$ cat src/sv/nwpr_pkg.sv
`default_nettype none
package nwpr_pkg;

	localparam int MAX_WIDTH    = 1024;
	localparam int MAX_HEIGHT   = 1024;
	localparam int MAX_COL_RUNS = 32;

	localparam int SIZE_W  = 11;
	localparam int RUN_W   = 11;
	localparam int BOX_W   = 10;
	localparam int KIND_W  = 2;
	localparam int CHAN_W  = 8;
	localparam int COL_W   = $clog2(MAX_WIDTH);
	localparam int ROW_W   = $clog2(MAX_HEIGHT);
	localparam int WALK_W  = $clog2(MAX_WIDTH + 2);
	localparam int RUNS_W  = $clog2(MAX_COL_RUNS + 1);
	localparam int QDEPTH  = 2;
	localparam int QPTR_W  = $clog2(QDEPTH);

	localparam int IN_TDATA_W     = ((3 * CHAN_W + 7) / 8) * 8;
	localparam int OUT_PAYLOAD_W  = 2 * RUN_W + 4 * BOX_W + 2;
	localparam int OUT_TDATA_W    = ((OUT_PAYLOAD_W + 7) / 8) * 8;

	localparam logic [SIZE_W-1:0] SIZE_RESET = SIZE_W'(1024);
	localparam logic [CHAN_W-1:0] WHITE_LEVEL = CHAN_W'(255);

	localparam logic REG_FRAME_WIDTH  = 1'b0;
	localparam logic REG_FRAME_HEIGHT = 1'b1;

	localparam logic [KIND_W-1:0] KIND_ROW = 2'd0;
	localparam logic [KIND_W-1:0] KIND_COL = 2'd1;
	localparam logic [KIND_W-1:0] KIND_BOX = 2'd2;

	typedef enum logic {
		F_RUN,
		F_WAIT
	} front_state_t;

	typedef enum logic [1:0] {
		B_IDLE,
		B_WALK,
		B_BOX
	} back_state_t;

	typedef struct packed {
		logic             is_frame;
		logic             rr_valid;
		logic [RUN_W-1:0] rr_start;
		logic [RUN_W-1:0] rr_end;
		logic [BOX_W-1:0] box_left;
		logic [BOX_W-1:0] box_right;
		logic [BOX_W-1:0] box_top;
		logic [BOX_W-1:0] box_bottom;
		logic             empty;
	} cmd_t;

	typedef struct packed {
		logic [KIND_W-1:0] kind;
		logic [RUN_W-1:0]  run_start;
		logic [RUN_W-1:0]  run_end;
		logic [BOX_W-1:0]  box_left;
		logic [BOX_W-1:0]  box_right;
		logic [BOX_W-1:0]  box_top;
		logic [BOX_W-1:0]  box_bottom;
		logic              frame_empty;
		logic              runs_dropped;
		logic              last;
	} out_item_t;

	function automatic logic [SIZE_W-1:0] clamp_size(input logic [SIZE_W-1:0] v,
		input logic [SIZE_W-1:0] maxv);
		logic [SIZE_W-1:0] r;
		if (v == '0) begin
			r = SIZE_W'(1);
		end else if (v > maxv) begin
			r = maxv;
		end else begin
			r = v;
		end
		return r;
	endfunction

endpackage
`default_nettype wire

$ cat src/sv/nonwhite_projection_runs_top.sv
`default_nettype none
// Pixels: one transfer per cycle within a frame while the command queue has room; a row run
// result is queued, then registered at the output once the back is idle and its slot free.
// Frame end: input is held off while the column map is walked and cleared, one column per
// cycle over the full map depth, unless a column run result waits for the output slot.
// Reset: config returns to 1024 x 1024; a clearing pass of the column map RAM runs first,
// during which no pixel is taken (config writes still land).
module nonwhite_projection_runs_top (
	input  logic                             clk,
	input  logic                             arst_n,
	input  logic                             s_tvalid,
	output logic                             s_tready,
	input  logic [nwpr_pkg::IN_TDATA_W-1:0]  s_tdata,  // pixel_red, pixel_green, pixel_blue
	output logic                             m_tvalid,
	input  logic                             m_tready,
	// run_start, run_end, box_left, box_right, box_top, box_bottom, frame_empty, runs_dropped
	output logic [nwpr_pkg::OUT_TDATA_W-1:0] m_tdata,
	output logic [nwpr_pkg::KIND_W-1:0]      m_tuser,  // kind
	output logic                             m_tlast,
	input  logic                             cfg_we,
	input  logic                             cfg_index,
	input  logic [nwpr_pkg::SIZE_W-1:0]      cfg_data
);
	import nwpr_pkg::*;

	logic [SIZE_W-1:0] frame_width_q, frame_height_q;
	logic [SIZE_W-1:0] w, h;
	logic              q_push, q_full, q_pop, q_empty, done;
	cmd_t              push_cmd, pop_cmd;
	logic              set_we, clr_we, map_re, map_bit;
	logic [COL_W-1:0]  set_addr, map_addr;
	logic              ram_we;
	logic [COL_W-1:0]  ram_waddr;
	out_item_t         item;

	always_ff @(posedge clk or negedge arst_n) begin
		if (!arst_n) begin
			frame_width_q  <= SIZE_RESET;
			frame_height_q <= SIZE_RESET;
		end else if (cfg_we) begin
			case (cfg_index)
				REG_FRAME_WIDTH:  frame_width_q  <= cfg_data;
				REG_FRAME_HEIGHT: frame_height_q <= cfg_data;
				default: ;
			endcase
		end
	end

	assign w = clamp_size(frame_width_q, SIZE_W'(MAX_WIDTH));
	assign h = clamp_size(frame_height_q, SIZE_W'(MAX_HEIGHT));

	nwpr_front u_front (
		.clk      (clk),
		.arst_n   (arst_n),
		.w        (w),
		.h        (h),
		.s_tvalid (s_tvalid),
		.s_tready (s_tready),
		.s_tdata  (s_tdata),
		.q_push   (q_push),
		.q_cmd    (push_cmd),
		.q_full   (q_full),
		.done     (done),
		.set_we   (set_we),
		.set_addr (set_addr)
	);

	nwpr_queue u_queue (
		.clk      (clk),
		.arst_n   (arst_n),
		.push     (q_push),
		.push_cmd (push_cmd),
		.full     (q_full),
		.pop      (q_pop),
		.pop_cmd  (pop_cmd),
		.empty    (q_empty)
	);

	// front sets bits only while the back is idle; the walk clears behind its reads
	assign ram_we    = set_we || clr_we;
	assign ram_waddr = clr_we ? map_addr : set_addr;

	nwpr_ram #(
		.WIDTH (1),
		.DEPTH (MAX_WIDTH)
	) u_map (
		.clk   (clk),
		.we    (ram_we),
		.waddr (ram_waddr),
		.wdata (!clr_we),
		.re    (map_re),
		.raddr (map_addr),
		.rdata (map_bit)
	);

	nwpr_back u_back (
		.clk      (clk),
		.arst_n   (arst_n),
		.w        (w),
		.q_cmd    (pop_cmd),
		.q_empty  (q_empty),
		.q_pop    (q_pop),
		.done     (done),
		.map_re   (map_re),
		.map_addr (map_addr),
		.clr_we   (clr_we),
		.map_bit  (map_bit),
		.m_tvalid (m_tvalid),
		.m_tready (m_tready),
		.m_item   (item)
	);

	assign m_tdata = OUT_TDATA_W'({item.runs_dropped, item.frame_empty, item.box_bottom,
		item.box_top, item.box_right, item.box_left, item.run_end, item.run_start});
	assign m_tuser = item.kind;
	assign m_tlast = item.last;

endmodule
`default_nettype wire

$ cat src/sv/nwpr_ram.sv
`default_nettype none
module nwpr_ram #(
	parameter int WIDTH = 1,
	parameter int DEPTH = 1024
) (
	input  logic                     clk,
	input  logic                     we,
	input  logic [$clog2(DEPTH)-1:0] waddr,
	input  logic [WIDTH-1:0]         wdata,
	input  logic                     re,
	input  logic [$clog2(DEPTH)-1:0] raddr,
	output logic [WIDTH-1:0]         rdata
);

	logic [WIDTH-1:0] mem_q [DEPTH];
	logic [WIDTH-1:0] rdata_q;

	always_ff @(posedge clk) begin
		if (we) begin
			mem_q[waddr] <= wdata;
		end
		if (re) begin
			rdata_q <= mem_q[raddr];
		end
	end

	assign rdata = rdata_q;

endmodule
`default_nettype wire

$ cat src/sv/nwpr_queue.sv
`default_nettype none
module nwpr_queue (
	input  logic           clk,
	input  logic           arst_n,
	input  logic           push,
	input  nwpr_pkg::cmd_t push_cmd,
	output logic           full,
	input  logic           pop,
	output nwpr_pkg::cmd_t pop_cmd,
	output logic           empty
);
	import nwpr_pkg::*;

	cmd_t              entry_q [QDEPTH];
	logic [QPTR_W-1:0] wr_ptr_q;
	logic [QPTR_W-1:0] rd_ptr_q;
	logic [QPTR_W:0]   count_q;

	assign full    = count_q == (QPTR_W+1)'(QDEPTH);
	assign empty   = count_q == '0;
	assign pop_cmd = entry_q[rd_ptr_q];

	always_ff @(posedge clk) begin
		if (push) begin
			entry_q[wr_ptr_q] <= push_cmd;
		end
	end

	always_ff @(posedge clk or negedge arst_n) begin
		if (!arst_n) begin
			wr_ptr_q <= '0;
			rd_ptr_q <= '0;
			count_q  <= '0;
		end else begin
			if (push) begin
				wr_ptr_q <= wr_ptr_q + QPTR_W'(1);
			end
			if (pop) begin
				rd_ptr_q <= rd_ptr_q + QPTR_W'(1);
			end
			case ({push, pop})
				2'b10:   count_q <= count_q + (QPTR_W+1)'(1);
				2'b01:   count_q <= count_q - (QPTR_W+1)'(1);
				default: count_q <= count_q;
			endcase
		end
	end

	a_no_overflow: assert property (@(posedge clk) disable iff (!arst_n)
		push |-> !full) else $error("queue push while full");
	a_no_underflow: assert property (@(posedge clk) disable iff (!arst_n)
		pop |-> !empty) else $error("queue pop while empty");

endmodule
`default_nettype wire

$ cat src/sv/nwpr_front.sv
`default_nettype none
module nwpr_front (
	input  logic                            clk,
	input  logic                            arst_n,
	input  logic [nwpr_pkg::SIZE_W-1:0]     w,
	input  logic [nwpr_pkg::SIZE_W-1:0]     h,
	input  logic                            s_tvalid,
	output logic                            s_tready,
	input  logic [nwpr_pkg::IN_TDATA_W-1:0] s_tdata,
	output logic                            q_push,
	output nwpr_pkg::cmd_t                  q_cmd,
	input  logic                            q_full,
	input  logic                            done,
	output logic                            set_we,
	output logic [nwpr_pkg::COL_W-1:0]      set_addr
);
	import nwpr_pkg::*;

	front_state_t     state_q, state_d;
	logic [COL_W-1:0] col_q, col_d;
	logic [ROW_W-1:0] row_q, row_d;
	logic             rhi_q, rhi_d;
	logic             in_run_q, in_run_d;
	logic [RUN_W-1:0] begin_q, begin_d;
	logic [COL_W-1:0] minc_q, minc_d, maxc_q, maxc_d;
	logic [ROW_W-1:0] minr_q, minr_d, maxr_q, maxr_d;
	logic             any_q, any_d;

	logic [CHAN_W-1:0] red, green, blue;
	logic              acc, ink, row_end, frame_end, rhi_now, closing;

	assign red   = s_tdata[CHAN_W-1:0];
	assign green = s_tdata[2*CHAN_W-1:CHAN_W];
	assign blue  = s_tdata[3*CHAN_W-1:2*CHAN_W];
	assign ink   = (red != WHITE_LEVEL) || (green != WHITE_LEVEL) || (blue != WHITE_LEVEL);

	assign s_tready  = (state_q == F_RUN) && !q_full;
	assign acc       = s_tvalid && s_tready;
	assign row_end   = SIZE_W'(col_q) >= (w - SIZE_W'(1));
	assign frame_end = row_end && (SIZE_W'(row_q) >= (h - SIZE_W'(1)));
	assign rhi_now   = rhi_q || ink;
	assign set_addr  = col_q;

	always_comb begin
		state_d  = state_q;
		col_d    = col_q;
		row_d    = row_q;
		rhi_d    = rhi_q;
		in_run_d = in_run_q;
		begin_d  = begin_q;
		minc_d   = minc_q;
		maxc_d   = maxc_q;
		minr_d   = minr_q;
		maxr_d   = maxr_q;
		any_d    = any_q;
		q_push   = 1'b0;
		q_cmd    = '0;
		set_we   = 1'b0;
		closing  = 1'b0;
		case (state_q)
			F_WAIT: begin
				if (done) begin
					state_d = F_RUN;
				end
			end
			F_RUN: begin
				if (acc) begin
					if (ink) begin
						set_we = 1'b1;
						rhi_d  = 1'b1;
						any_d  = 1'b1;
						if (!any_q) begin
							minc_d = col_q;
							maxc_d = col_q;
							minr_d = row_q;
							maxr_d = row_q;
						end else begin
							if (col_q < minc_q) minc_d = col_q;
							if (col_q > maxc_q) maxc_d = col_q;
							if (row_q < minr_q) minr_d = row_q;
							if (row_q > maxr_q) maxr_d = row_q;
						end
					end
					if (!row_end) begin
						col_d = col_q + COL_W'(1);
					end else begin
						if (rhi_now && !in_run_q) begin
							in_run_d = 1'b1;
							begin_d  = RUN_W'(row_q);
						end else if (!rhi_now && in_run_q) begin
							in_run_d = 1'b0;
							closing  = 1'b1;
						end
						rhi_d = 1'b0;
						col_d = '0;
						if (!frame_end) begin
							row_d = row_q + ROW_W'(1);
							if (closing) begin
								q_push         = 1'b1;
								q_cmd.rr_valid = 1'b1;
								q_cmd.rr_start = begin_q;
								q_cmd.rr_end   = RUN_W'(row_q);
							end
						end else begin
							q_push         = 1'b1;
							q_cmd.is_frame = 1'b1;
							q_cmd.rr_valid = closing || in_run_d;
							q_cmd.rr_start = begin_d;
							q_cmd.rr_end   = closing ? RUN_W'(row_q) : RUN_W'(h);
							q_cmd.empty    = !any_d;
							if (any_d) begin
								q_cmd.box_left   = BOX_W'(minc_d);
								q_cmd.box_right  = BOX_W'(maxc_d);
								q_cmd.box_top    = BOX_W'(minr_d);
								q_cmd.box_bottom = BOX_W'(maxr_d);
							end
							row_d    = '0;
							in_run_d = 1'b0;
							begin_d  = '0;
							minc_d   = '1;
							maxc_d   = '0;
							minr_d   = '1;
							maxr_d   = '0;
							any_d    = 1'b0;
							state_d  = F_WAIT;
						end
					end
				end
			end
			default: state_d = F_WAIT;
		endcase
	end

	always_ff @(posedge clk or negedge arst_n) begin
		if (!arst_n) begin
			state_q  <= F_WAIT;
			col_q    <= '0;
			row_q    <= '0;
			rhi_q    <= 1'b0;
			in_run_q <= 1'b0;
			begin_q  <= '0;
			minc_q   <= '1;
			maxc_q   <= '0;
			minr_q   <= '1;
			maxr_q   <= '0;
			any_q    <= 1'b0;
		end else begin
			state_q  <= state_d;
			col_q    <= col_d;
			row_q    <= row_d;
			rhi_q    <= rhi_d;
			in_run_q <= in_run_d;
			begin_q  <= begin_d;
			minc_q   <= minc_d;
			maxc_q   <= maxc_d;
			minr_q   <= minr_d;
			maxr_q   <= maxr_d;
			any_q    <= any_d;
		end
	end

endmodule
`default_nettype wire

$ cat src/sv/nwpr_back.sv
`default_nettype none
module nwpr_back (
	input  logic                        clk,
	input  logic                        arst_n,
	input  logic [nwpr_pkg::SIZE_W-1:0] w,
	input  nwpr_pkg::cmd_t              q_cmd,
	input  logic                        q_empty,
	output logic                        q_pop,
	output logic                        done,
	output logic                        map_re,
	output logic [nwpr_pkg::COL_W-1:0]  map_addr,
	output logic                        clr_we,
	input  logic                        map_bit,
	output logic                        m_tvalid,
	input  logic                        m_tready,
	output nwpr_pkg::out_item_t         m_item
);
	import nwpr_pkg::*;

	back_state_t       state_q, state_d;
	logic              sweep_q, sweep_d;
	logic [WALK_W-1:0] a_q, a_d;
	logic              v_s1, v_d;
	logic [WALK_W-1:0] idx_s1, idx_d;
	logic              open_q, open_d;
	logic [WALK_W-1:0] start_q, start_d;
	logic [RUNS_W-1:0] runs_q, runs_d;
	logic              dropped_q, dropped_d;
	cmd_t              cmd_q, cmd_d;
	logic              out_valid_q;
	out_item_t         out_q, out_d;

	logic slot_free, out_load, on, closing, emit, adv;

	assign slot_free = !out_valid_q || m_tready;
	assign map_addr  = a_q[COL_W-1:0];
	assign on        = v_s1 && (idx_s1 < WALK_W'(w)) && map_bit;
	assign closing   = v_s1 && !on && open_q;
	assign emit      = closing && (runs_q < RUNS_W'(MAX_COL_RUNS)) && !sweep_q;

	always_comb begin
		state_d   = state_q;
		sweep_d   = sweep_q;
		a_d       = a_q;
		v_d       = v_s1;
		idx_d     = idx_s1;
		open_d    = open_q;
		start_d   = start_q;
		runs_d    = runs_q;
		dropped_d = dropped_q;
		cmd_d     = cmd_q;
		out_load  = 1'b0;
		out_d     = '0;
		q_pop     = 1'b0;
		done      = 1'b0;
		map_re    = 1'b0;
		clr_we    = 1'b0;
		adv       = 1'b0;
		case (state_q)
			B_IDLE: begin
				if (!q_empty && slot_free) begin
					q_pop           = 1'b1;
					out_d.kind      = KIND_ROW;
					out_d.run_start = q_cmd.rr_start;
					out_d.run_end   = q_cmd.rr_end;
					if (!q_cmd.is_frame) begin
						out_load   = 1'b1;
						out_d.last = 1'b1;
					end else begin
						out_load  = q_cmd.rr_valid;
						cmd_d     = q_cmd;
						state_d   = B_WALK;
						a_d       = '0;
						v_d       = 1'b0;
						open_d    = 1'b0;
						runs_d    = '0;
						dropped_d = 1'b0;
					end
				end
			end
			B_WALK: begin
				adv = !emit || slot_free;
				if (adv) begin
					if (a_q <= WALK_W'(MAX_WIDTH)) begin
						v_d   = 1'b1;
						idx_d = a_q;
						a_d   = a_q + WALK_W'(1);
						if (a_q < WALK_W'(MAX_WIDTH)) begin
							map_re = 1'b1;
							clr_we = 1'b1;
						end
					end else begin
						v_d = 1'b0;
					end
					if (v_s1) begin
						if (on && !open_q) begin
							open_d  = 1'b1;
							start_d = idx_s1;
						end else if (closing) begin
							open_d = 1'b0;
							if (runs_q < RUNS_W'(MAX_COL_RUNS)) begin
								runs_d = runs_q + RUNS_W'(1);
							end else begin
								dropped_d = 1'b1;
							end
							out_load        = emit;
							out_d.kind      = KIND_COL;
							out_d.run_start = RUN_W'(start_q);
							out_d.run_end   = RUN_W'(idx_s1);
						end
						if (idx_s1 == WALK_W'(MAX_WIDTH)) begin
							if (sweep_q) begin
								sweep_d = 1'b0;
								done    = 1'b1;
								state_d = B_IDLE;
							end else begin
								state_d = B_BOX;
							end
						end
					end
				end
			end
			B_BOX: begin
				if (slot_free) begin
					out_load           = 1'b1;
					out_d.kind         = KIND_BOX;
					out_d.box_left     = cmd_q.box_left;
					out_d.box_right    = cmd_q.box_right;
					out_d.box_top      = cmd_q.box_top;
					out_d.box_bottom   = cmd_q.box_bottom;
					out_d.frame_empty  = cmd_q.empty;
					out_d.runs_dropped = dropped_q;
					out_d.last         = 1'b1;
					done               = 1'b1;
					state_d            = B_IDLE;
				end
			end
			default: state_d = B_IDLE;
		endcase
	end

	always_ff @(posedge clk or negedge arst_n) begin
		if (!arst_n) begin
			state_q     <= B_WALK;
			sweep_q     <= 1'b1;
			a_q         <= '0;
			v_s1        <= 1'b0;
			idx_s1      <= '0;
			open_q      <= 1'b0;
			start_q     <= '0;
			runs_q      <= '0;
			dropped_q   <= 1'b0;
			out_valid_q <= 1'b0;
		end else begin
			state_q   <= state_d;
			sweep_q   <= sweep_d;
			a_q       <= a_d;
			v_s1      <= v_d;
			idx_s1    <= idx_d;
			open_q    <= open_d;
			start_q   <= start_d;
			runs_q    <= runs_d;
			dropped_q <= dropped_d;
			if (out_load) begin
				out_valid_q <= 1'b1;
			end else if (m_tready) begin
				out_valid_q <= 1'b0;
			end
		end
	end

	always_ff @(posedge clk) begin
		cmd_q <= cmd_d;
		if (out_load) begin
			out_q <= out_d;
		end
	end

	assign m_tvalid = out_valid_q;
	assign m_item   = out_q;

	a_walk_bound: assert property (@(posedge clk) disable iff (!arst_n)
		(state_q == B_WALK) |-> (a_q <= WALK_W'(MAX_WIDTH + 1)))
		else $error("column walk ran past the map");
	a_load_free: assert property (@(posedge clk) disable iff (!arst_n)
		out_load |-> slot_free) else $error("result overwritten before transfer");
	a_runs_cap: assert property (@(posedge clk) disable iff (!arst_n)
		runs_q <= RUNS_W'(MAX_COL_RUNS)) else $error("column run count over limit");

endmodule
`default_nettype wire
$ cat config.mk
export PLATFORM = sky130hd
export DESIGN_NAME = nonwhite_projection_runs_top
export DESIGN_NICKNAME = d
export VERILOG_FILES = /design/src/sv/nwpr_pkg.sv /design/src/sv/nonwhite_projection_runs_top.sv /design/src/sv/nwpr_ram.sv /design/src/sv/nwpr_queue.sv /design/src/sv/nwpr_front.sv /design/src/sv/nwpr_back.sv
export SDC_FILE = /design/constraint.sdc
export NUM_CORES = 2
export LEC_CHECK = 0
export ABC_AREA = 1
export BUFFER_PORTS_ARGS = -buffer_cell sky130_fd_sc_hd__buf_2
export CORE_UTILIZATION = 45
export DETAILED_ROUTE_END_ITERATION = 6
export GPL_TIMING_DRIVEN = 0
export SYNTH_ARGS = -nofsm -noshare
export SYNTH_HDL_FRONTEND = slang
export SYNTH_SLANG_ARGS = --single-unit
$ cat constraint.sdc
create_clock -name clk -period 9.1 [get_ports clk]
set_input_delay 2.275 -clock clk [delete_from_list [all_inputs] [get_ports clk]]
set_output_delay 2.275 -clock clk [all_outputs]
set_load 0.01 [all_outputs]
## Word-level counts from Yosys, hierarchy flattened

Memories as Yosys holds them, arrays and structs flattened. A register that Yosys moved wholly into a read port is not among the register bits.
Index checks and enable logic that the tools add are counted.
Widths: inputs -> output; s select.

- Register bits: 255
- Memory bits (writable): 1154
- Bits of input ports: 41
- Logic and storage cells: 286
- Memories: 2

Memory list:

| name | words | bits a word | read ports | clocked after Yosys merged registers in | write ports | RTL line | RTL |
|---|---|---|---|---|---|---|---|
| u_map.mem_q | 1024 | 1 | 1 | 1 | 1 | nwpr_ram.sv:15 | `logic [WIDTH-1:0] mem_q [DEPTH];` |
| u_queue.entry_q | 2 | 65 | 1 | 0 | 1 | nwpr_queue.sv:14 | `cmd_t entry_q [QDEPTH];` |

- Add/sub/neg operators: 10
- Magnitude comparators: 12
- Equality and inequality tests: 21
- Mux-type cells: 143
- Bitwise operators: 2
- Reduce and logical (&&, ||, !) cells: 55

Operators by type and width:

| cell | count |
|---|---|
| $mux 10 | 23 |
| $mux 65 | 3 |
| $mux 11 | 11 |
| $mux 24 | 3 |
| $mux 1 | 69 |
| $mux 23 | 3 |
| $pmux 22 s2 | 1 |
| $mux 6 | 7 |
| $mux 41 | 1 |
| $mux 40 | 1 |
| $ne 8x8->1 const B | 3 |
| $ge 10x11->1 | 2 |
| $gt 11x11->1 const B | 2 |
| $logic_not 11->1 | 2 |
| $mux 22 | 1 |
| $pmux 11 s2 | 1 |
| $sub 11x1->11 const B | 2 |
| $add 10x1->10 const B | 2 |
| $gt 10x10->1 | 2 |
| $lt 10x10->1 | 2 |
| $ne 2x1->1 const B | 9 |
| $mux 2 | 8 |
| $reduce_and 8->1 | 2 |
| $logic_and 1x1->1 | 13 |
| 29 further kinds | 70 |

## Depth between registers and ports, before layout

- Depth after elaboration: 18
- Depth in mapped cells: 29

## Modules after synthesis

Synthesis repeated with hierarchy kept, for this count alone.

- Cells, all modules: 6893
- Area, all modules: 65914.5 um2

By module, submodules not included:

| module | times used | cells each | area an instance (um2) |
|---|---|---|---|
| nwpr_ram | 1 | 4679 | 46402.0 |
| nwpr_back | 1 | 659 | 6764.0 |
| nwpr_front | 1 | 998 | 6459.9 |
| nwpr_queue | 1 | 363 | 5019.8 |
| nonwhite_projection_runs_top | 1 | 194 | 1268.7 |

## Least setup slack after synthesis

Ideal clock, no wire load.

- Path kind: input-to-reg
- From: input port m_tready
- To: memory u_map.mem_q[109], enable pin
- Setup time: 0.253 ns
- Arrival: 6.831 ns
- Required time: 8.847 ns
- Setup slack: 2.016 ns
- Stages: 11
- Path through: nor2_1 -> inv_1 -> o21bai_4 -> buf_6 -> buf_6 -> nand2_1 -> nand2_4 -> nor2_4 -> nand2_1 -> buf_2 -> nor2_1

- Longest elaborated chain between the ends: 7
- Elaborated cells between the ends (all ways): 8
- Classes of those cells: 5 x mux; 3 x reduce/logical

RTL lines:

| element | RTL line | RTL |
|---|---|---|
| from (decl) | nonwhite_projection_runs_top.sv:15 | `input logic m_tready,` |
| $logic_or 1x1->1 * | nwpr_back.sv:35 | `assign slot_free = !out_valid_q \|\| m_tready;` |
| $logic_or 1x1->1 * | nwpr_back.sv:82 | `adv = !emit \|\| slot_free;` |
| $mux 1 * | nwpr_back.sv:83 | `if (adv) begin` |
| $mux 1 * | nwpr_back.sv:59 | `case (state_q)` |
| $logic_or 1x1->1 | nonwhite_projection_runs_top.sv:80 | `assign ram_we = set_we \|\| clr_we;` |
| $mux 1 | nwpr_ram.sv:19 | `if (we) begin` |
| $mux 1 (implied by the code) | nwpr_ram.sv:20 | `mem_q[waddr] <= wdata;` |
| to (decl) | nwpr_ram.sv:15 |  |

Mark *: on every way between the ends. The rest lies on a longest branch, timed or not.

## Final worst setup path

- From: input port m_tready
- To: memory u_map.mem_q[111], enable pin

Same word-level chain as after synthesis.

==> reports/metrics.csv <==
stage,metric,value,unit
run_status,outcome,"finished, violations left",
run_status,violations,"DRC, capacitance limit, slew limit",
timing,skew,0.0392,ns
place,place_congestion,1.09,
worst_setup_path,worst-setup-path-type,in -> reg,
synth,yosysTopAreaCellShare,0.590,
place,numPortBuffers,109,
final_layout,nets,6576,
synth,ys_ff_latch,1410,
grt,grt_pass1_wl,385,mm
synth,synth.most_common_cell,nor2_1,
cts,cts.sinks,1410,
job,drv_cap,45,
detailed_routing,first_pass_iters,7,
worst_setup_path,slowest_delay,0.77,ns
timing,fmax,174,MHz
timing,fin_crit_sh,0.632,
floorplan,rows,138,
cts,path_clk_slew,0.06,ns
cts,ctsHoldBuffers,0,
cts,clk_latency,0.83,ns
grt,grt_usage,0.392,
final_layout,layout-drive-gt1-share,0.107,
timing,max_slew.worst_pin.slew,1.91,ns
floorplan,fp.coreArea,0.142,mm2
grt,first_global_vias,47700,
synth,yosysWarningCount,0,
grt,grt_overflow_total,0,
timing,hold_viol,0,
power_and_ir_drop,power,24.1,mW
synth,synth_ff_type,edfxtp_1,
detailed_routing,drc,210,
grt,grt_max_degree,195,
synth,ys_types,57,
synth,postSynthCellCount,6173,
grt,antenna_found_initial,45,
final_layout,area_growth,13.1,%
detailed_routing,wire_per_inst,34.1,um
timing,drv_slew,493,
synth,synth_area_leaders,"edfxtp_1, nor2_1, o21ai_0",
floorplan,die_area,0.144,mm2
timing,fin_crit,5.75,ns
timing,relSlewSlack,-0.274,
power_and_ir_drop,ir_drop,0.311,mV
cts,cts_resized,0,
worst_setup_path,critPathArrivalTime,6.26,ns
synth,synth_edf_count,1263,
detailed_routing,first_iter_violations,11000,
synth,yosys.area.top_type,edfxtp_1,
detailed_routing,vias,54500,
cts,clockBufferDepth,3,
floorplan,dieHeight,380,um
detailed_routing,ant_nets,0,
cts,numCtsBuffers,153,
worst_setup_path,critPathLaunchType,primary input,
synth,syn_area_per_cell,10.4,um2
worst_hold_path,min_path_type,reg -> reg,
cts,ctsRootBufferMaster,clkbuf_16,
cts,cts.htree.levels,4,
worst_setup_path,cpMaxStageDelayCell,buf_1,
cts,post_cts_buffers,0,
synth,synthTopCellsByCount,"nor2_1, edfxtp_1, nand2_1",
place,dp_hpwl,195,mm
power_and_ir_drop,powerDensity,332,mW/mm2
timing,finalSetupViolations,0,
final_layout,instances_no_fill,8516,
detailed_routing,wl,290,mm
synth,netlist_area,0.0643,mm2
place,dp.cells,8187,
worst_setup_path,reg2reg_slack,3.48,ns
detailed_routing,via_per_inst,6.40,
cts,cts_tree,done,
power_and_ir_drop,power.leakage,24.9,nW
worst_setup_path,cp_common_cell,nand2_1,
worst_setup_path,worstPathMaxFanout,10,
synth,synth_fp_nets,6294,
timing,rsz0062_at_grt,false,
synth,yosysSeqAreaShare,0.648,
floorplan,die_w,380,um
floorplan,ioPinCount,110,
synth,synth-async-reset-ratio,0.104,
worst_setup_path,cp.required,9.62,ns
worst_setup_path,endpoint_kind,flip-flop,
worst_setup_path,cp_cell_sequence,"buf_2, nor2_1, inv_1, o21bai_4, buf_6, nand2_1, nand2_1, nand2_1, nor2_2, nand3_1, buf_1, nor2_1",
floorplan,start_util,0.454,
==> critical path: cells and delay by family <==
family | cells | cell delay (ns)
AOI/OAI and AO/OA | 1 | 0.33
buffers and inverters | 4 | 1.36
and+or+nand+nor | 7 | 2.27
==> routing by layer <==
| layer | global-route usage | vias to the layer above | part of all wire |
|---|---|---|---|
| met1 | 0.530 | 26700 | 0.37 |
| li1 | - | 22000 | - |
| met4 | 0.228 | 32 | 0.067 |
| met5 | 0.00562 | - | 0.0013 |
| met2 | 0.520 | 4732 | 0.39 |
| met3 | 0.166 | 1082 | 0.17 |
==> cell usage in the layout, fill, tap and decap left out, drive strengths merged, types with 2 or more instances in the layout <==
cell / Yosys / routed
xnor2: 2 / 2
a31oi: 3 / 3
clkbuf: 262 / 449
bufinv: 0 / 8
a21boi: 22 / 22
clkinvlp: 0 / 5
o41ai: 4 / 4
diode: 0 / 47
xor2: 25 / 25
nor3b: 2 / 2
a211oi: 4 / 4
o211ai: 32 / 32
nand3: 230 / 230
o22ai: 175 / 175
nand2: 740 / 740
nor4: 11 / 11
buf: 218 / 344
edfxtp: 1263 / 1263
nand4: 47 / 47
o221ai: 100 / 100
mux2i: 22 / 22
o21a: 3 / 3
a21oi: 83 / 83
nor3: 15 / 15
clkinv: 5 / 76
o21ai: 654 / 654
o31ai: 4 / 4
inv: 256 / 265
o2111ai: 2 / 2
nor2: 1741 / 1741
dfrtp: 122 / 122
dfstp: 25 / 25
o21bai: 4 / 4
nand3b: 11 / 11
ha: 80 / 80
==> flip-flops by register name (all words and copies together) (netlist names), 2 cells and up <==
name and count:
u_map.mem_q 1024, u_queue.count_q 2, u_front.row_q 10, frame_height_q 11
u_front.begin_q 11, u_back.m_item 67, u_front.maxc_q 10, frame_width_q 11
u_back.state_q 2, u_back.runs_q 6, u_front.minc_q 10, u_queue.entry_q 130
u_back.cmd_q 41, u_front.set_addr 10, u_back.a_q 11, u_front.maxr_q 10
u_front.minr_q 10, u_back.idx_s1 11, u_back.start_q 11
==> worst paths after layout <==
check                                    end  cells after the start             start
hold reg to reg              u_front.state_q                      2   u_front.state_q
min in group asynchronous  u_back.start_q[6]                      1            arst_n
max in group asynchronous  u_front.minr_q[1]                      2            arst_n
setup / recovery            u_map.mem_q[111]                     12          m_tready
hold / removal               u_front.state_q                      2   u_front.state_q
setup reg to reg            u_map.mem_q[111]                     21  frame_width_q[8]
==> metrics by stage <==
step                hold WS (ns)   util  TNS (ns)  area [um2]  worst slack (ns)
detailed placement         0.461  0.477         0       67600              2.73
finish                     0.471  0.513         0       72700              3.35
global placement           0.458  0.474  -1368.99       67200             -1.41
CTS                        0.470  0.512         0       72500              3.57
floorplan                  0.445      -         0       64300              2.02
global route               0.492  0.512         0       72500              3.24
==> cells by family after synthesis <==
kind of cell | share of synthesized area
mux | 0.00343
compound gates | 0.0985
flops | 0.648
fa+ha+maj | 0.0156
xor+xnor | 0.00368
simple gates | 0.179
buf+inv | 0.0522
==> final cells by class <==
type	count	area [um2]
Clock inverter	93	783
Inverter	261	980
Clock buffer	186	4100
Multi-Input combinational cell	4022	19300
Antenna cell	47	118
Fill cell	13000	68900
Tap cell	1890	2360
Buffer	480	2420
Sequential cell	1410	41600
Timing Repair Buffer	127	957
==> report_power, final <==
| group | total (mW) | internal [mW] | switching (mW) |
|---|---|---|---|
| Sequential | 8.67 | 8.35 | 0.314 |
| Clock | 6.23 | 3.45 | 2.78 |
| Combinational | 9.23 | 1.77 | 7.45 |
(Power assumes the default switching activity.)
